===== src/rtl/pds_pkg.sv =====
`default_nettype none
// ----------------------------------------------------------------------------
// pds_pkg
// types and constants shared by the panel deploy sequencer modules
// ----------------------------------------------------------------------------
package pds_pkg;

    typedef enum logic [2:0] {
        ST_STANDBY  = 3'd0,
        ST_SELFTEST = 3'd1,
        ST_FAIL     = 3'd2,
        ST_READY    = 3'd3,
        ST_MAINT    = 3'd4,
        ST_OPER     = 3'd5,
        ST_EMERG    = 3'd6
    } t_sys_state;

    typedef enum logic [2:0] {
        MD_SAFE    = 3'd0,
        MD_CLOSED  = 3'd1,
        MD_EXTEND  = 3'd2,
        MD_OPEN    = 3'd3,
        MD_RETRACT = 3'd4
    } t_mode;

    // register indexes (word address bits)
    typedef enum logic [1:0] {
        REG_EMERG_LIMIT   = 2'd0,
        REG_REDUCED_LIMIT = 2'd1,
        REG_SELFTEST_TICK = 2'd2,
        REG_TRAVEL_LIMIT  = 2'd3
    } t_reg_idx;

    localparam logic [15:0] EMERG_LIMIT_RST   = 16'd200;
    localparam logic [15:0] REDUCED_LIMIT_RST = 16'd500;
    localparam logic [3:0]  SELFTEST_TICK_RST = 4'd5;
    localparam logic [6:0]  TRAVEL_LIMIT_RST  = 7'd20;

    localparam logic [4:0]         TICK_MAX = 5'd31;
    localparam logic signed [7:0]  POS_MAX  = 8'sd127;
    localparam logic signed [7:0]  POS_MIN  = -8'sd128;

    localparam int ITEM_W   = 19;

    // input item, switch_on in the lowest bit
    typedef struct packed {
        logic [15:0] power_level;
        logic        maintenance_request;
        logic        panel_command;
        logic        switch_on;
    } t_item;

    typedef struct packed {
        logic [15:0] emergency_power_limit;
        logic [15:0] reduced_power_limit;
        logic [3:0]  self_test_ticks;
        logic [6:0]  travel_limit;
    } t_cfg;

    // result item, system_state in the lowest bits
    typedef struct packed {
        logic               on_latched;
        logic               reduced_flag;
        logic signed [7:0]  panel_position;
        t_mode              panel_mode;
        t_sys_state         system_state;
    } t_status;

endpackage
`default_nettype wire


===== src/rtl/panel_deploy_sequencer.sv =====
`default_nettype none
// ----------------------------------------------------------------------------
// panel_deploy_sequencer
// solar panel deploy sequencer: system state machine with panel sub-machine
// ----------------------------------------------------------------------------
// Each item on the slave stream is one control tick (switch on, panel
// command, maintenance request, power reading) and produces exactly one
// status item on the master stream with the state after that tick. The
// block takes one item per clock cycle while the master side accepts; an
// item is captured in an input register, and when the output register is
// free or draining the tick logic runs and its status lands in the output
// register, where it is valid on the master side. The sequencer state is
// updated in the same cycle as the output register, so the next item always
// sees the previous item's result.
// Backpressure on the master side stalls the input register and then the
// slave side. The apb limits are meant to be written while the stream is idle.
// ----------------------------------------------------------------------------
module panel_deploy_sequencer (
    input  wire logic          i_clk,
    input  wire logic          i_rst_n,
    // apb configuration port
    input  wire logic          psel,
    input  wire logic          penable,
    input  wire logic          pwrite,
    input  wire logic [3:0]    paddr,
    input  wire logic [31:0]   pwdata,
    output logic [31:0]        prdata,
    output logic               pready,
    // tick items in
    input  wire logic          s_axis_tvalid,
    output logic               s_axis_tready,
    // switch_on[0], panel_command[1], maintenance_request[2], power_level[18:3]
    input  wire logic [23:0]   s_axis_tdata,
    // status items out
    output logic               m_axis_tvalid,
    input  wire logic          m_axis_tready,
    // system_state[2:0], panel_mode[5:3], panel_position[13:6],
    // reduced_flag[14], on_latched[15]
    output logic [15:0]        m_axis_tdata
);

    pds_pkg::t_cfg     cfg;
    pds_pkg::t_item    r_item;
    pds_pkg::t_status  r_status;
    pds_pkg::t_status  next_status;
    logic              r_in_valid;
    logic              r_out_valid;
    logic              advance;
    logic              in_take;

    // the tick runs when an item waits and the output register is free or draining
    assign advance       = r_in_valid & (~r_out_valid | m_axis_tready);
    assign s_axis_tready = ~r_in_valid | advance;
    assign in_take       = s_axis_tvalid & s_axis_tready;

    pds_cfg_regs u_cfg (
        .i_clk   (i_clk),
        .i_rst_n (i_rst_n),
        .psel    (psel),
        .penable (penable),
        .pwrite  (pwrite),
        .paddr   (paddr),
        .pwdata  (pwdata),
        .prdata  (prdata),
        .pready  (pready),
        .o_cfg   (cfg)
    );

    pds_core u_core (
        .i_clk     (i_clk),
        .i_rst_n   (i_rst_n),
        .i_advance (advance),
        .i_item    (r_item),
        .i_cfg     (cfg),
        .o_next    (next_status)
    );

    // input register
    always_ff @(posedge i_clk) begin
        if (!i_rst_n) begin
            r_in_valid <= 1'b0;
        end else if (in_take) begin
            r_in_valid <= 1'b1;
        end else if (advance) begin
            r_in_valid <= 1'b0;
        end
    end

    always_ff @(posedge i_clk) begin
        if (in_take) begin
            r_item <= pds_pkg::t_item'(s_axis_tdata[pds_pkg::ITEM_W-1:0]);
        end
    end

    // output register
    always_ff @(posedge i_clk) begin
        if (!i_rst_n) begin
            r_out_valid <= 1'b0;
        end else if (advance) begin
            r_out_valid <= 1'b1;
        end else if (m_axis_tready) begin
            r_out_valid <= 1'b0;
        end
    end

    always_ff @(posedge i_clk) begin
        if (advance) begin
            r_status <= next_status;
        end
    end

    assign m_axis_tvalid = r_out_valid;
    assign m_axis_tdata  = r_status;

`ifndef SYNTH
    // a ticked item always shows up in the output register next cycle
    a_advance_to_out: assert property (@(posedge i_clk) disable iff (!i_rst_n)
        advance |=> r_out_valid)
        else $error("ticked item did not reach output register");

    // a held input item is neither dropped nor overwritten
    a_in_hold: assert property (@(posedge i_clk) disable iff (!i_rst_n)
        (r_in_valid && !advance) |=> (r_in_valid && $stable(r_item)))
        else $error("waiting input item lost or changed");

    // the reduced flag never clears once set
    a_reduced_sticky: assert property (@(posedge i_clk) disable iff (!i_rst_n)
        (r_out_valid && r_status.reduced_flag && advance)
            |-> next_status.reduced_flag)
        else $error("reduced flag cleared");

    // operating in safe shutdown pins the panel at zero travel
    a_safe_pos: assert property (@(posedge i_clk) disable iff (!i_rst_n)
        (r_out_valid && r_status.system_state == pds_pkg::ST_OPER
            && r_status.panel_mode == pds_pkg::MD_SAFE)
            |-> (r_status.panel_position == 8'sd0))
        else $error("panel moved in safe shutdown");
`endif

endmodule
`default_nettype wire


===== src/rtl/pds_cfg_regs.sv =====
`default_nettype none
// ----------------------------------------------------------------------------
// pds_cfg_regs
// apb register bank holding the sequencer limits
// ----------------------------------------------------------------------------
module pds_cfg_regs (
    input  wire logic          i_clk,
    input  wire logic          i_rst_n,
    input  wire logic          psel,
    input  wire logic          penable,
    input  wire logic          pwrite,
    input  wire logic [3:0]    paddr,
    input  wire logic [31:0]   pwdata,
    output logic [31:0]        prdata,
    output logic               pready,
    output pds_pkg::t_cfg      o_cfg
);

    pds_pkg::t_cfg r_cfg;
    pds_pkg::t_reg_idx idx;
    logic wr_en;

    assign pready = 1'b1;
    assign idx    = pds_pkg::t_reg_idx'(paddr[3:2]);
    assign wr_en  = psel & penable & pwrite & pready;
    assign o_cfg  = r_cfg;

    always_ff @(posedge i_clk) begin
        if (!i_rst_n) begin
            r_cfg.emergency_power_limit <= pds_pkg::EMERG_LIMIT_RST;
            r_cfg.reduced_power_limit   <= pds_pkg::REDUCED_LIMIT_RST;
            r_cfg.self_test_ticks       <= pds_pkg::SELFTEST_TICK_RST;
            r_cfg.travel_limit          <= pds_pkg::TRAVEL_LIMIT_RST;
        end else if (wr_en) begin
            unique case (idx)
                pds_pkg::REG_EMERG_LIMIT:   r_cfg.emergency_power_limit <= pwdata[15:0];
                pds_pkg::REG_REDUCED_LIMIT: r_cfg.reduced_power_limit   <= pwdata[15:0];
                pds_pkg::REG_SELFTEST_TICK: r_cfg.self_test_ticks       <= pwdata[3:0];
                pds_pkg::REG_TRAVEL_LIMIT:  r_cfg.travel_limit          <= pwdata[6:0];
                default: ;
            endcase
        end
    end

    always_comb begin
        unique case (idx)
            pds_pkg::REG_EMERG_LIMIT:   prdata = {16'd0, r_cfg.emergency_power_limit};
            pds_pkg::REG_REDUCED_LIMIT: prdata = {16'd0, r_cfg.reduced_power_limit};
            pds_pkg::REG_SELFTEST_TICK: prdata = {28'd0, r_cfg.self_test_ticks};
            pds_pkg::REG_TRAVEL_LIMIT:  prdata = {25'd0, r_cfg.travel_limit};
            default:                    prdata = 32'd0;
        endcase
    end

endmodule
`default_nettype wire


===== src/rtl/pds_core.sv =====
`default_nettype none
// ----------------------------------------------------------------------------
// pds_core
// system and panel state registers with the per-tick next-state logic
// ----------------------------------------------------------------------------
module pds_core (
    input  wire logic            i_clk,
    input  wire logic            i_rst_n,
    input  wire logic            i_advance,
    input  wire pds_pkg::t_item  i_item,
    input  wire pds_pkg::t_cfg   i_cfg,
    output pds_pkg::t_status     o_next
);

    pds_pkg::t_sys_state r_sys,  n_sys;
    pds_pkg::t_mode      r_mode, n_mode;
    logic signed [7:0]   r_pos,  n_pos;
    logic                r_reduced, n_reduced;
    logic                r_on,   n_on;
    logic [4:0]          r_tick, n_tick;

    logic signed [8:0]   step;
    logic signed [8:0]   ext_sum;
    logic signed [8:0]   ret_diff;
    logic signed [7:0]   ext_pos;
    logic signed [7:0]   ret_pos;
    logic                ext_open;
    logic [4:0]          tick_inc;

    // panel travel arithmetic, widened by one bit to catch saturation
    assign step     = r_reduced ? 9'sd1 : 9'sd2;
    assign ext_sum  = {r_pos[7], r_pos} + step;
    assign ret_diff = {r_pos[7], r_pos} - step;
    assign ext_pos  = (ext_sum > 9'sd127) ? pds_pkg::POS_MAX : ext_sum[7:0];
    assign ret_pos  = (ret_diff < -9'sd128) ? pds_pkg::POS_MIN : ret_diff[7:0];
    assign ext_open = (ext_pos > $signed({1'b0, i_cfg.travel_limit}))
                    || (ext_pos == pds_pkg::POS_MAX);
    assign tick_inc = (r_tick < pds_pkg::TICK_MAX) ? r_tick + 5'd1 : r_tick;

    always_comb begin
        n_sys     = r_sys;
        n_mode    = r_mode;
        n_pos     = r_pos;
        n_reduced = r_reduced;
        n_tick    = r_tick;
        n_on      = r_on | i_item.switch_on;
        unique case (r_sys)
            pds_pkg::ST_EMERG: begin
                n_sys = pds_pkg::ST_STANDBY;
                n_on  = 1'b0;
            end
            pds_pkg::ST_OPER: begin
                case (r_mode)
                    pds_pkg::MD_CLOSED: begin
                        if (i_item.panel_command) n_mode = pds_pkg::MD_EXTEND;
                    end
                    pds_pkg::MD_OPEN: begin
                        if (!i_item.panel_command) n_mode = pds_pkg::MD_RETRACT;
                    end
                    pds_pkg::MD_EXTEND: begin
                        n_pos = ext_pos;
                        if (ext_open) n_mode = pds_pkg::MD_OPEN;
                    end
                    pds_pkg::MD_RETRACT: begin
                        n_pos = ret_pos;
                        if (ret_pos[7]) n_mode = pds_pkg::MD_CLOSED;
                    end
                    default: n_pos = 8'sd0;
                endcase
            end
            pds_pkg::ST_STANDBY: begin
                if (n_on) begin
                    n_sys  = pds_pkg::ST_SELFTEST;
                    n_tick = 5'd0;
                end
            end
            pds_pkg::ST_SELFTEST: begin
                if (i_item.power_level <= i_cfg.emergency_power_limit) begin
                    n_sys = pds_pkg::ST_EMERG;
                end else if (i_item.power_level <= i_cfg.reduced_power_limit) begin
                    n_sys = pds_pkg::ST_FAIL;
                end else begin
                    n_tick = tick_inc;
                    if (tick_inc > {1'b0, i_cfg.self_test_ticks}) n_sys = pds_pkg::ST_READY;
                end
            end
            pds_pkg::ST_FAIL: begin
                n_sys     = pds_pkg::ST_OPER;
                n_mode    = pds_pkg::MD_CLOSED;
                n_reduced = 1'b1;
            end
            pds_pkg::ST_READY: begin
                n_sys = i_item.maintenance_request ? pds_pkg::ST_MAINT : pds_pkg::ST_OPER;
            end
            default: ;
        endcase
    end

    always_ff @(posedge i_clk) begin
        if (!i_rst_n) begin
            r_sys     <= pds_pkg::ST_STANDBY;
            r_mode    <= pds_pkg::MD_SAFE;
            r_pos     <= 8'sd0;
            r_reduced <= 1'b0;
            r_on      <= 1'b0;
            r_tick    <= 5'd0;
        end else if (i_advance) begin
            r_sys     <= n_sys;
            r_mode    <= n_mode;
            r_pos     <= n_pos;
            r_reduced <= n_reduced;
            r_on      <= n_on;
            r_tick    <= n_tick;
        end
    end

    always_comb begin
        o_next.system_state   = n_sys;
        o_next.panel_mode     = n_mode;
        o_next.panel_position = n_pos;
        o_next.reduced_flag   = n_reduced;
        o_next.on_latched     = n_on;
    end

endmodule
`default_nettype wire


===== config.mk =====
export PLATFORM = sky130hd
export DESIGN_NAME = panel_deploy_sequencer
export DESIGN_NICKNAME = d
export VERILOG_FILES = /design/src/rtl/pds_pkg.sv /design/src/rtl/panel_deploy_sequencer.sv /design/src/rtl/pds_cfg_regs.sv /design/src/rtl/pds_core.sv
export SDC_FILE = /design/constraint.sdc
export NUM_CORES = 1
export LEC_CHECK = 0
export BUFFER_PORTS_ARGS = -buffer_cell sky130_fd_sc_hd__buf_2
export CAP_MARGIN = 20
export CORE_ASPECT_RATIO = 0.6
export CORE_UTILIZATION = 60
export DETAILED_ROUTE_END_ITERATION = 8
export GPL_TIMING_DRIVEN = 0
export PLACE_DENSITY = 0.85
export SLEW_MARGIN = 5
export SYNTH_ARGS = -nofsm -noshare
export SYNTH_HDL_FRONTEND = slang
export SYNTH_SLANG_ARGS = --single-unit

===== constraint.sdc =====
create_clock -name i_clk -period 4.5 [get_ports i_clk]
set_clock_uncertainty 0.1 [all_clocks]
set_input_delay 0.675 -clock i_clk [delete_from_list [all_inputs] [get_ports i_clk]]
set_output_delay 0.675 -clock i_clk [all_outputs]
set_load 0.01 [all_outputs]

==> results of run 1 <==
-- power breakdown --
| part | switching [uW] | total [uW] | leakage [uW] | internal, uW |
|---|---|---|---|---|
| clock network | 357 | 769 | 0.000146 | 412 |
| logic | 133 | 225 | 0.00193 | 92.0 |
| registers | 15.7 | 986 | 0.000873 | 971 |
-- per-layer routing --
layer,share of wire,up-vias,GRT usage
li1,-,2597,-
met1,0.43,2644,0.462
met2,0.42,369,0.503
met3,0.14,28,0.0861
met4,0.011,0,0.0841
met5,0,-,0
-- cell families after synthesis --
group,share of synthesized area
multiplexers,0.0617
flip-flops,0.382
adder cells (fa/ha/maj),0.103
buffers and inverters,0.0738
AND/OR/NAND/NOR,0.177
AO/OA/AOI/OAI,0.194
other,0.00121
XOR/XNOR,0.00705
-- flip-flops by register name, indices dropped and copies added (netlist names) --
register and count:
u_core.r_mode 3, u_core.r_reduced 1, u_core.r_sys 3, u_cfg.o_cfg 43, u_core.r_pos 8, u_core.r_on 1
r_in_valid 1, u_core.r_tick 5, m_axis_tdata 16, r_item 19, m_axis_tvalid 1
-- worst max-delay path, stage by stage (launching register included) --
cell and delay [ps]:
sky130_fd_sc_hd__dfxtp_1 580, sky130_fd_sc_hd__ha_1 290, sky130_fd_sc_hd__inv_1 70, sky130_fd_sc_hd__fa_1 450, sky130_fd_sc_hd__nand2b_1 170, sky130_fd_sc_hd__mux2_2 290
sky130_fd_sc_hd__or2_1 280, sky130_fd_sc_hd__nand2_1 130, sky130_fd_sc_hd__ha_1 260, sky130_fd_sc_hd__nor2b_1 150, sky130_fd_sc_hd__o211ai_1 160, sky130_fd_sc_hd__nand3_1 100
sky130_fd_sc_hd__a32oi_1 370, sky130_fd_sc_hd__o21ai_1 170, sky130_fd_sc_hd__o21ba_2 220
-- final cells by class --
class | instances | share of cell area
tap | 135 | 0.0236
clock inverter | 6 | 0.00613
clock buffer | 10 | 0.0350
buffer | 49 | 0.0363
multi-input combinational | 490 | 0.481
timing repair buffer | 79 | 0.0582
sequential | 101 | 0.332
inverter | 53 | 0.0279
-- through the flow --
stage	setup slack (ps)	std cells	hold WS [ps]	total power, uW
3_5_place_dp	864	906	376	1220
2_1_floorplan	1430	693	354	1140
6_report	604	923	385	1980
5_1_grt	510	923	386	2030
4_1_cts	792	922	382	1970
3_3_place_gp	852	905	365	1210
-- cell usage in the layout, fill, tap and decap left out, types with 4 or more instances in the layout --
| cell | instances |
|---|---|
| sky130_fd_sc_hd__a22o_1 | 7 |
| sky130_fd_sc_hd__nor2b_1 | 19 |
| sky130_fd_sc_hd__mux2i_1 | 27 |
| sky130_fd_sc_hd__and2_1 | 5 |
| sky130_fd_sc_hd__a21oi_1 | 30 |
| sky130_fd_sc_hd__buf_4 | 18 |
| sky130_fd_sc_hd__ha_1 | 48 |
| sky130_fd_sc_hd__nor3_1 | 6 |
| sky130_fd_sc_hd__nand4_1 | 13 |
| sky130_fd_sc_hd__nand2_1 | 93 |
| sky130_fd_sc_hd__clkbuf_16 | 10 |
| sky130_fd_sc_hd__conb_1 | 17 |
| sky130_fd_sc_hd__o211ai_1 | 18 |
| sky130_fd_sc_hd__a21o_1 | 11 |
| sky130_fd_sc_hd__clkbuf_1 | 23 |
| sky130_fd_sc_hd__buf_2 | 83 |
| sky130_fd_sc_hd__o21ai_1 | 6 |
| sky130_fd_sc_hd__dfxtp_1 | 66 |
| sky130_fd_sc_hd__a32o_1 | 6 |
| sky130_fd_sc_hd__nand2b_1 | 6 |
| sky130_fd_sc_hd__mux4_2 | 4 |
| sky130_fd_sc_hd__a21boi_0 | 27 |
| sky130_fd_sc_hd__edfxtp_1 | 35 |
| sky130_fd_sc_hd__o21ai_0 | 15 |
| sky130_fd_sc_hd__nand3_1 | 16 |
| sky130_fd_sc_hd__inv_1 | 52 |
| sky130_fd_sc_hd__o22ai_1 | 5 |
| sky130_fd_sc_hd__nor2_1 | 31 |
| sky130_fd_sc_hd__o21a_1 | 6 |
-- final timing paths --
kind,from,to,slack (ps),cells past startpoint
worst max register to register,u_core.r_reduced$_SDFFE_PN0P_,u_core.r_mode[0]$_SDFFE_PN0P_,600,14
worst max-delay path,u_core.r_reduced$_SDFFE_PN0P_,u_core.r_mode[0]$_SDFFE_PN0P_,600,14
worst min-delay path,u_cfg.o_cfg[40]$_SDFFE_PN0P_,u_cfg.o_cfg[40]$_SDFFE_PN0P_,380,2
worst min register to register,u_cfg.o_cfg[40]$_SDFFE_PN0P_,u_cfg.o_cfg[40]$_SDFFE_PN0P_,380,2
-- cells in the mapped netlist (7+ instances only) --
library cell	n
sky130_fd_sc_hd__nand2_1	93
sky130_fd_sc_hd__dfxtp_1	66
sky130_fd_sc_hd__inv_1	52
sky130_fd_sc_hd__ha_1	48
sky130_fd_sc_hd__edfxtp_1	35
sky130_fd_sc_hd__nor2_1	31
sky130_fd_sc_hd__a21oi_1	30
sky130_fd_sc_hd__a21boi_0	27
sky130_fd_sc_hd__mux2i_1	27
sky130_fd_sc_hd__clkbuf_1	23
sky130_fd_sc_hd__nor2b_1	19
sky130_fd_sc_hd__buf_4	18
sky130_fd_sc_hd__o211ai_1	18
sky130_fd_sc_hd__nand3_1	16
sky130_fd_sc_hd__o21ai_0	15
sky130_fd_sc_hd__nand4_1	13
sky130_fd_sc_hd__a21o_1	11
sky130_fd_sc_hd__a22o_1	7
==> results.txt, run 1 <==
----------------------------------------------------
[Run status]
  Outcome ... completed

[Die]
  Die outline area ... 0.0108 mm2
  Floorplan die width ... 133 um
  Standard cell core area ... approximately 0.0099 mm2
  Number of core rows ... 28
  Number of top-level pins ... between 100 and 150
  Initial cell density of the core ... 0.624
  Die height ... a little over 80 um

[Synth]
  Area share of the largest cell type after synthesis ... 0.213
  Sequential-to-total area share from yosys stat ... 0.382
  Cell type with the highest aggregate area in the netlist ... sky130_fd_sc_hd__dfxtp_1
  Asr flop ratio synth ... 0
  Synth cell types ... a little under 80
  Top_reg_cell synth ... sky130_fd_sc_hd__dfxtp_1
  Number of instances in the synthesized netlist ... slightly below 700
  Number of register bits inferred by synthesis ... a little over 100
  Average instance area after synthesis ... between 9 and 10 um2
  Mapped cell area ... a little over 0.006 mm2
  Synth Warn # ... 0
  EDFF count, synth ... 35
  Main area contributors after synthesis ... sky130_fd_sc_hd__dfxtp_1 21%, sky130_fd_sc_hd__edfxtp_1 17%, sky130_fd_sc_hd__ha_1 9.7%

[Detailed routing]
  Antenna Violating Nets Remaining ... 0
  Detailed-route DRC error count ... 0
  Violation count after the first detailed-route iteration ... approximately 700
  Average wire per cell in the routed design ... between 15 and 20 um
  Via-per-instance ratio ... approximately 6
  Count of vias placed by the detailed router ... ~5600
  Detailed Route WL ... between 15000 and 20000 um
  DR pass1 iterations ... 5

[Setup path]
  Class of the most critical setup path ... flop to flop
  CP required ... approximately 4600 ps
  Launching element type of the critical path ... flop
  Worst path arrival time ... around 4000 ps
  Largest fanout on the critical path ... 7
  Critical Path End Type ... flop

[Finish]
  Post-layout instance area ... approximately 0.0071 mm2
  Area of combinational cells with multiple inputs ... ~0.0034 mm2
  Post-layout net count ... 900
  Sequential Area ... 0.00237 mm2
  Number of fill cells in the layout ... about 750
  Inserted Diodes ... 0
  Area Growth Syn to Fin ... 15.1%
  Share of post-route cells with drive strength above 1 ... 0.185
  Final design utilization ... 0.718

[STA]
  Final Slew Violations ... 0
  Period Utilization, post-route ... 0.866
  Hold Fails Final Rpt ... 0
  Slew at the pin closest to its max-slew limit ... 939 ps
  Achievable Freq ... between 200 and 300 MHz
  Final total negative setup slack ... 0 ps
  Tightest slew margin relative to the limit ... 0.371
  Final period demand of the worst path ... just under 4000 ps
  RSZ-0062 raised after global routing ... false
  Final setup violating endpoints ... 0

[Global route]
  Leftover overflow at the end of global routing ... 0
  Maximum number of pins on one net before global-route repair ... 20
  First-pass GRT wire length ... 26800 um
  Via count of the first global-routing pass ... between 5000 and 6000
  Antenna violations before repair ... 0
  Overall Global Routing Usage ... 0.328

[Place]
  GPL Wtd Cong ... between 0.9 and 1
  Final HPWL DP ... approximately 13000 um
  Number of buffer cells added on primary ports ... 77
  Area post-placement ... between 0.006 and 0.007 mm2

[Power and ir drop]
  Power per Cell Area ... about 280 mW/mm2
  Maximum vdd ir drop ... around 0.00021 V
  Leakage ... approximately 0.003 uW

[Clock tree]
  Clk sinks ... 101
  Reg clk slew, reported paths ... roughly 70 ps
  Setup bufs post-CTS ... 0
  Quantity of hold-fixing buffers added after cts ... 0
  Number of buffers between clock root and the deepest sink ... 2
  Root buf cell ... sky130_fd_sc_hd__clkbuf_16
  Later-pin clock latency in the skew report ... approximately 350 ps
  Clock tree from TritonCTS ... done
  Number of H-tree levels ... 3
  Post-cts repair resize count ... 0
  Inserted Clock Buffers ... 9

[Worst hold path]
  Worst min-delay path category ... flop to flop

[Job]
  Max-cap violation count ... 0

----------------------------------------------------
No activity file was read; power rests on OpenSTA's default activity.
==> inputs of run 2 (changes only) <==
--- a/config.mk
+++ b/config.mk
@@ -5,13 +5,12 @@
 export SDC_FILE = /design/constraint.sdc
 export NUM_CORES = 1
 export LEC_CHECK = 0
-export BUFFER_PORTS_ARGS = -buffer_cell sky130_fd_sc_hd__buf_2
 export CAP_MARGIN = 20
 export CORE_ASPECT_RATIO = 0.6
-export CORE_UTILIZATION = 60
+export CORE_UTILIZATION = 35
 export DETAILED_ROUTE_END_ITERATION = 8
+export DONT_BUFFER_PORTS = 1
 export GPL_TIMING_DRIVEN = 0
-export PLACE_DENSITY = 0.85
 export SLEW_MARGIN = 5
 export SYNTH_ARGS = -nofsm -noshare
 export SYNTH_HDL_FRONTEND = slang
==> run 2 against run 1 <==
  * Sequential share of layout area increased by 1.2 points
  * Power decreased by 1.2%
  * Cell count increased by 2.5%
  * Critical path type unchanged
  * Largest cell class unchanged
  * Highest routed layer unchanged
==> results.txt, run 2 (synthesis gave the netlist of run 1 again) <==
----------------------------------------------------
[STA]
  RSZ-0062 raised after global routing ... false (unchanged)
  Period Utilization, post-route ... 0.842 (was 0.866)
  Tightest slew margin relative to the limit ... 0.360 (was 0.371)
  Slew at the pin closest to its max-slew limit ... 958 ps (was 939 ps)
  Hold Fails Final Rpt ... 0 (unchanged)
  Final setup violating endpoints ... 0 (unchanged)
  Final total negative setup slack ... 0 ps (unchanged)
  Final Slew Violations ... 0 (unchanged)
  Achievable Freq ... 264 MHz (was 257 MHz)
  Final period demand of the worst path ... 3790 ps (was 3900 ps)

[Die]
  Number of core rows ... 37 (was 28)
  Die outline area ... 0.0183 mm2 (was 0.0108 mm2)
  Die height ... 105 um (was 80.8 um)
  Standard cell core area ... 0.0172 mm2 (was 0.00995 mm2)
  Floorplan die width ... 174 um (was 133 um)
  Initial cell density of the core ... 0.361 (was 0.624)
  Number of top-level pins ... 118 (unchanged)

[Global route]
  Maximum number of pins on one net before global-route repair ... 20 (unchanged)
  Antenna violations before repair ... 1 (was 0)
  Overall Global Routing Usage ... 0.194 (was 0.328)
  First-pass GRT wire length ... 27100 um (was 26800 um)
  Via count of the first global-routing pass ... 4488 (was 5158)
  Leftover overflow at the end of global routing ... 0 (unchanged)

[Setup path]
  CP required ... 4660 ps (was 4640 ps)
  Worst path arrival time ... 3940 ps (was 4040 ps)
  Launching element type of the critical path ... flop (unchanged)
  Critical Path End Type ... flop (unchanged)
  Largest fanout on the critical path ... 7 (unchanged)
  Class of the most critical setup path ... flop to flop (unchanged)

[Finish]
  Final design utilization ... 0.400 (was 0.718)
  Number of fill cells in the layout ... 1738 (was 749)
  Max FFs per register ... 43 (unchanged)
  Area Growth Syn to Fin ... 11.0% (was 15.1%)
  Sequential Area ... 0.00237 mm2 (unchanged)
  Share of post-route cells with drive strength above 1 ... 0.0956 (was 0.185)
  Highest-count cells in the layout ignoring fill and taps ... 93 x sky130_fd_sc_hd__nand2_1, 66 x sky130_fd_sc_hd__dfxtp_1, 52 x sky130_fd_sc_hd__inv_1, 48 x sky130_fd_sc_hd__ha_1, 35 x sky130_fd_sc_hd__edfxtp_1 (was 93 x sky130_fd_sc_hd__nand2_1, 83 x sky130_fd_sc_hd__buf_2, 66 x sky130_fd_sc_hd__dfxtp_1, 52 x sky130_fd_sc_hd__inv_1, 48 x sky130_fd_sc_hd__ha_1)
  Most common cell after layout, fill and taps aside ... sky130_fd_sc_hd__nand2_1 (unchanged)
  Post-layout net count ... 823 (was 900)
  Area of combinational cells with multiple inputs ... 0.00343 mm2 (unchanged)

[Clock tree]
  Number of H-tree levels ... 3 (unchanged)
  Clock tree from TritonCTS ... done (unchanged)
  Clk sinks ... 101 (unchanged)
  Later-pin clock latency in the skew report ... 350 ps (about the same)
  Inserted Clock Buffers ... 9 (unchanged)
  Setup bufs post-CTS ... 0 (unchanged)
  Quantity of hold-fixing buffers added after cts ... 0 (unchanged)
  Root buf cell ... sky130_fd_sc_hd__clkbuf_16 (unchanged)
  Reg clk slew, reported paths ... 80 ps (was 70 ps)
  Number of buffers between clock root and the deepest sink ... 2 (unchanged)
  Post-cts repair resize count ... 0 (unchanged)

[Detailed routing]
  DR pass1 iterations ... 5 (unchanged)
  Violation count after the first detailed-route iteration ... 411 (was 697)
  Length of routed met2 wiring ... 6140 um (was 7230 um)
  DR top layer ... met4 (unchanged)
  Detailed-routed wire length on met3 ... 1230 um (was 2340 um)
  Detailed Route WL ... 17200 um (was 17100 um)
  Detailed-route DRC error count ... 0 (unchanged)
  Met1 routed wirelength after detailed routing ... 9670 um (was 7360 um)
  Via-per-instance ratio ... 5.30 (was 6.11)
  Average wire per cell in the routed design ... 18.2 um (was 18.6 um)
  Antenna Violating Nets Remaining ... 0 (unchanged)
  Count of vias placed by the detailed router ... 5018 (was 5638)

[Place]
  Number of buffer cells added on primary ports ... 0 (was 77)
  GPL Wtd Cong ... 0.896 (was 1.00)
  Final HPWL DP ... 13500 um (was 13200 um)

[Run status]
  Outcome ... completed (unchanged)

[Power and ir drop]
  Power per Cell Area ... 284 mW/mm2 (was 277 mW/mm2)
  Leakage ... 0.00263 uW (was 0.00295 uW)
  Maximum vdd ir drop ... 0.000160 V (was 0.000215 V)

[Worst hold path]
  Worst min-delay path category ... input pin to flop (was flop to flop)

[Job]
  Max-cap violation count ... 0 (unchanged)

----------------------------------------------------
run 2: worst max-delay path: stages (launching register included):
cell and delay (ps):
sky130_fd_sc_hd__dfxtp_1 530, sky130_fd_sc_hd__ha_1 310, sky130_fd_sc_hd__inv_1 80, sky130_fd_sc_hd__fa_1 470
sky130_fd_sc_hd__nand2b_1 180, sky130_fd_sc_hd__mux2_2 290, sky130_fd_sc_hd__or2_1 250, sky130_fd_sc_hd__nand2_1 110
sky130_fd_sc_hd__ha_1 250, sky130_fd_sc_hd__nor2b_1 140, sky130_fd_sc_hd__o211ai_1 160, sky130_fd_sc_hd__nand3_1 90
sky130_fd_sc_hd__a32oi_1 360, sky130_fd_sc_hd__o21ai_1 160, sky130_fd_sc_hd__o21ba_2 210
run 2: final timing paths:
kind | start | to | slack (ps) | cells past startpoint
setup / recovery | u_core.r_reduced$_SDFFE_PN0P_ | u_core.r_mode[0]$_SDFFE_PN0P_ | 710 | 14
hold reg to reg | u_cfg.o_cfg[40]$_SDFFE_PN0P_ | u_cfg.o_cfg[40]$_SDFFE_PN0P_ | 390 | 2
setup reg to reg | u_core.r_reduced$_SDFFE_PN0P_ | u_core.r_mode[0]$_SDFFE_PN0P_ | 710 | 14
hold / removal | s_axis_tdata[1] | r_item[1]$_DFFE_PP_ | 310 | 0
run 2: per-stage QoR:
step / worst slack [ps] / cells / hold slack, ps / power [uW] / instance area (um2)
after floorplan: 1430 / 693 / 354 / 1140 / 6260
final: 713 / 946 / 312 / 1960 / 6890
after CTS: 773 / 945 / 300 / 1970 / 6890
after global routing: 593 / 946 / 292 / 2030 / 6890
after detailed placement: 788 / 929 / 381 / 1200 / 6600
after global placement: 734 / 927 / 370 / 1190 / 6560
run 2: area by class of cell:
cell class	instances	share of cell area
buffer	49	0.0376
antenna	1	0.000363
clock inverter	7	0.00926
tap	234	0.0425
sequential	101	0.344
clock buffer	9	0.0327
timing repair buffer	2	0.00617
inverter	53	0.0289
multi-input combinational	490	0.498
run 2: layer usage:
layer  track usage  vias to the layer above
li1              -                     2444
met1         0.323                     2399
met2         0.233                      164
met3        0.0488                       11
met4        0.0426                        0
met5             0                        -
run 2: report_power, final:
part / switching (uW) / internal [uW] / total [uW]
Clock: 389 / 391 / 779
Combinational: 116 / 72.1 / 189
Sequential: 19.3 / 971 / 990
Total: 524 / 1430 / 1960
==> inputs of run 3 (changes only) <==
==> constraint.sdc (replaced) <==
create_clock -name i_clk -period 3.45 [get_ports i_clk]
set_clock_uncertainty 0.1 [all_clocks]
set_input_delay 0.5175 -clock i_clk [delete_from_list [all_inputs] [get_ports i_clk]]
set_output_delay 0.5175 -clock i_clk [all_outputs]
set_load 0.01 [all_outputs]
==> run 3 against run 2 <==
  * Die area stayed put
  * Utilization is 0.20 points higher
  * Sequential share of layout area is 0.10 points lower
  * Critical path depth stayed put
  * Power is 31% higher
  * Worst setup slack worse by 600 ps
  * Sequential power is 30% higher
  * Clock power is 31% higher
  * Cell count stayed put
  * Non-clock buffer count stayed put
  * Worst hold slack worse by 160 ps
  * Fmax is 13% higher
  * Critical endpoint unchanged
==> results.txt, run 3 (synthesis gave the netlist of run 1 again) <==
----------------------------------------------------
[Place]
  Final HPWL DP ... 13500 um (unchanged)
  Number of buffer cells added on primary ports ... 0 (unchanged)
  GPL Wtd Cong ... 0.896 (unchanged)
  Area post-placement ... 0.00660 mm2 (unchanged)
  Worst Setup Slack post-DPL ... -262 ps (was 788 ps)

[STA]
  Achievable Freq ... 300 MHz (was 264 MHz)
  Final Slew Violations ... 0 (unchanged)
  Tightest slew margin relative to the limit ... 0.366 (was 0.360)
  Slew at the pin closest to its max-slew limit ... 949 ps (was 958 ps)
  Final period demand of the worst path ... 3340 ps (was 3790 ps)
  Fin worst setup slack ... 112 ps (was 713 ps)
  Period Utilization, post-route ... 0.968 (was 0.842)
  Hold Worst Slack ... 154 ps (was 312 ps)
  Hold Fails Final Rpt ... 0 (unchanged)
  Final setup violating endpoints ... 0 (unchanged)

[Detailed routing]
  Detailed Route WL ... 17200 um (about the same)
  Antenna Violating Nets Remaining ... 0 (unchanged)
  Via-per-instance ratio ... 5.30 (about the same)
  Average wire per cell in the routed design ... 18.2 um (about the same)
  Violation count after the first detailed-route iteration ... 437 (was 411)
  Count of vias placed by the detailed router ... 5010 (was 5018)
  DR pass1 iterations ... 5 (unchanged)
  Detailed-route DRC error count ... 0 (unchanged)

[Setup path]
  Number of buffers and inverters on the critical path ... 1 (unchanged)
  Launching element type of the critical path ... flop (unchanged)
  CP max-delay cell ... sky130_fd_sc_hd__dfxtp_1 (unchanged)
  Worst path arrival time ... 3490 ps (was 3940 ps)
  Class of the most critical setup path ... flop to flop (unchanged)
  CP required ... 3610 ps (was 4660 ps)
  Worst path cell trace ... ha_4, inv_1, fa_2, nand2b_1, mux2_2, or2_1, nand2_1, ha_1, nor2b_1, o211ai_1, nand3_1, a32oi_2, o21ai_2, o21ba_2 (was ha_1, inv_1, fa_1, nand2b_1, mux2_2, or2_1, nand2_1, ha_1, nor2b_1, o211ai_1, nand3_1, a32oi_1, o21ai_1, o21ba_2)
  Largest fanout on the critical path ... 5 (was 7)
  Crit path max-delay family ... adder cells (unchanged)
  Largest incremental delay on the critical path ... 430 ps (was 530 ps)
  Critical Path End Type ... flop (unchanged)

[Power and ir drop]
  Power per Cell Area ... 369 mW/mm2 (was 284 mW/mm2)
  Leakage ... 0.00264 uW (was 0.00263 uW)
  Maximum vdd ir drop ... 0.000207 V (was 0.000160 V)
  Total power ... 2560 uW (was 1960 uW)

[Die]
  Standard cell core area ... 0.0172 mm2 (unchanged)
  Number of top-level pins ... 118 (unchanged)
  Die height ... 105 um (unchanged)
  Initial cell density of the core ... 0.361 (unchanged)
  Floorplan die width ... 174 um (unchanged)
  Die outline area ... 0.0183 mm2 (unchanged)
  Number of core rows ... 37 (unchanged)

[Global route]
  Overall Global Routing Usage ... 0.194 (about the same)
  First-pass GRT wire length ... 27100 um (about the same)
  Maximum number of pins on one net before global-route repair ... 20 (unchanged)
  Antenna violations before repair ... 1 (unchanged)
  Leftover overflow at the end of global routing ... 0 (unchanged)
  Via count of the first global-routing pass ... 4497 (was 4488)

[Job]
  Max-cap violation count ... 0 (unchanged)

[Clock tree]
  Quantity of hold-fixing buffers added after cts ... 0 (unchanged)
  Inserted Clock Buffers ... 9 (unchanged)
  Root buf cell ... sky130_fd_sc_hd__clkbuf_16 (unchanged)
  Number of buffers between clock root and the deepest sink ... 2 (unchanged)
  Number of H-tree levels ... 3 (unchanged)
  Clk sinks ... 101 (unchanged)
  Later-pin clock latency in the skew report ... 350 ps (about the same)
  Reg clk slew, reported paths ... 80 ps (about the same)
  Clock tree from TritonCTS ... done (unchanged)

[Run status]
  Outcome ... completed (unchanged)

[Finish]
  Highest-count cells in the layout ignoring fill and taps ... 93 x sky130_fd_sc_hd__nand2_1, 64 x sky130_fd_sc_hd__dfxtp_1, 52 x sky130_fd_sc_hd__inv_1, 47 x sky130_fd_sc_hd__ha_1, 35 x sky130_fd_sc_hd__edfxtp_1 (was 93 x sky130_fd_sc_hd__nand2_1, 66 x sky130_fd_sc_hd__dfxtp_1, 52 x sky130_fd_sc_hd__inv_1, 48 x sky130_fd_sc_hd__ha_1, 35 x sky130_fd_sc_hd__edfxtp_1)
  Post-layout instance area ... 0.00693 mm2 (was 0.00689 mm2)
  Max FFs per register ... 43 (unchanged)
  Share of post-route cells with drive strength above 1 ... 0.105 (was 0.0956)
  Post-layout net count ... 823 (unchanged)
  Area Growth Syn to Fin ... 11.6% (was 11.0%)
  Most common cell after layout, fill and taps aside ... sky130_fd_sc_hd__nand2_1 (unchanged)

[Worst hold path]
  Worst min-delay path category ... input pin to flop (unchanged)

----------------------------------------------------
## run 3: path summary, 6_finish.rpt
path                                   endpoint  slack (ps)                          from  cells past startpoint
setup / recovery  u_core.r_mode[0]$_SDFFE_PN0P_         110  u_core.r_pos[0]$_SDFFE_PN0P_                     14
hold / removal             r_item[10]$_DFFE_PP_         150              s_axis_tdata[10]                      0
setup reg to reg  u_core.r_mode[0]$_SDFFE_PN0P_         110  u_core.r_pos[0]$_SDFFE_PN0P_                     14
hold reg to reg    u_cfg.o_cfg[40]$_SDFFE_PN0P_         390  u_cfg.o_cfg[40]$_SDFFE_PN0P_                      2
## run 3: what timing repair did
item,CTS,global route
pin swaps,1,1
endpoints found under the setup margin,2,2
buffers inserted,0,0
resized for setup,4,5
## run 3: stage by stage
stage,instances,TNS (ps),utilization
after floorplan,693,0,-
after global placement,927,-590,0.381
after detailed placement,929,-483,0.383
after CTS,945,0,0.401
after global routing,946,-8.60,0.402
final,946,0,0.402
## run 3: power by group
group          switching [uW]  internal [uW]  total (uW)  leakage, uW
logic                     152           94.3         246      0.00163
registers                25.3           1270        1290     0.000874
clock network             509            510        1020     0.000144
total                     686           1870        2560      0.00264
## run 3: cell type report
| type | count | area (um2) |
|---|---|---|
| antenna | 1 | 2.50 |
| buffer | 49 | 259 |
| clock buffer | 9 | 225 |
| clock inverter | 7 | 63.8 |
| fill | 1736 | 10300 |
| inverter | 53 | 199 |
| multi-input combinational | 490 | 3460 |
| sequential | 101 | 2380 |
| tap | 234 | 293 |
| timing repair buffer | 2 | 42.5 |
## run 3: layer usage
metal  GRT usage  up-vias  wire, um
met3      0.0520       14      1340
met4      0.0426        0       203
li1            -     2445         -
met2       0.234      169      6130
met5           0        -         0
met1       0.321     2382      9540
## run 3: worst register-to-register path: cells and delay by family, from the launching register on
kind                       cells  cell delay (ps)
AOI/OAI and AO/OA              4              750
buffers and inverters          1               60
DFF                            1              430
muxes                          1              290
and+or+nand+nor                5              790
adders and majority gates      3              840
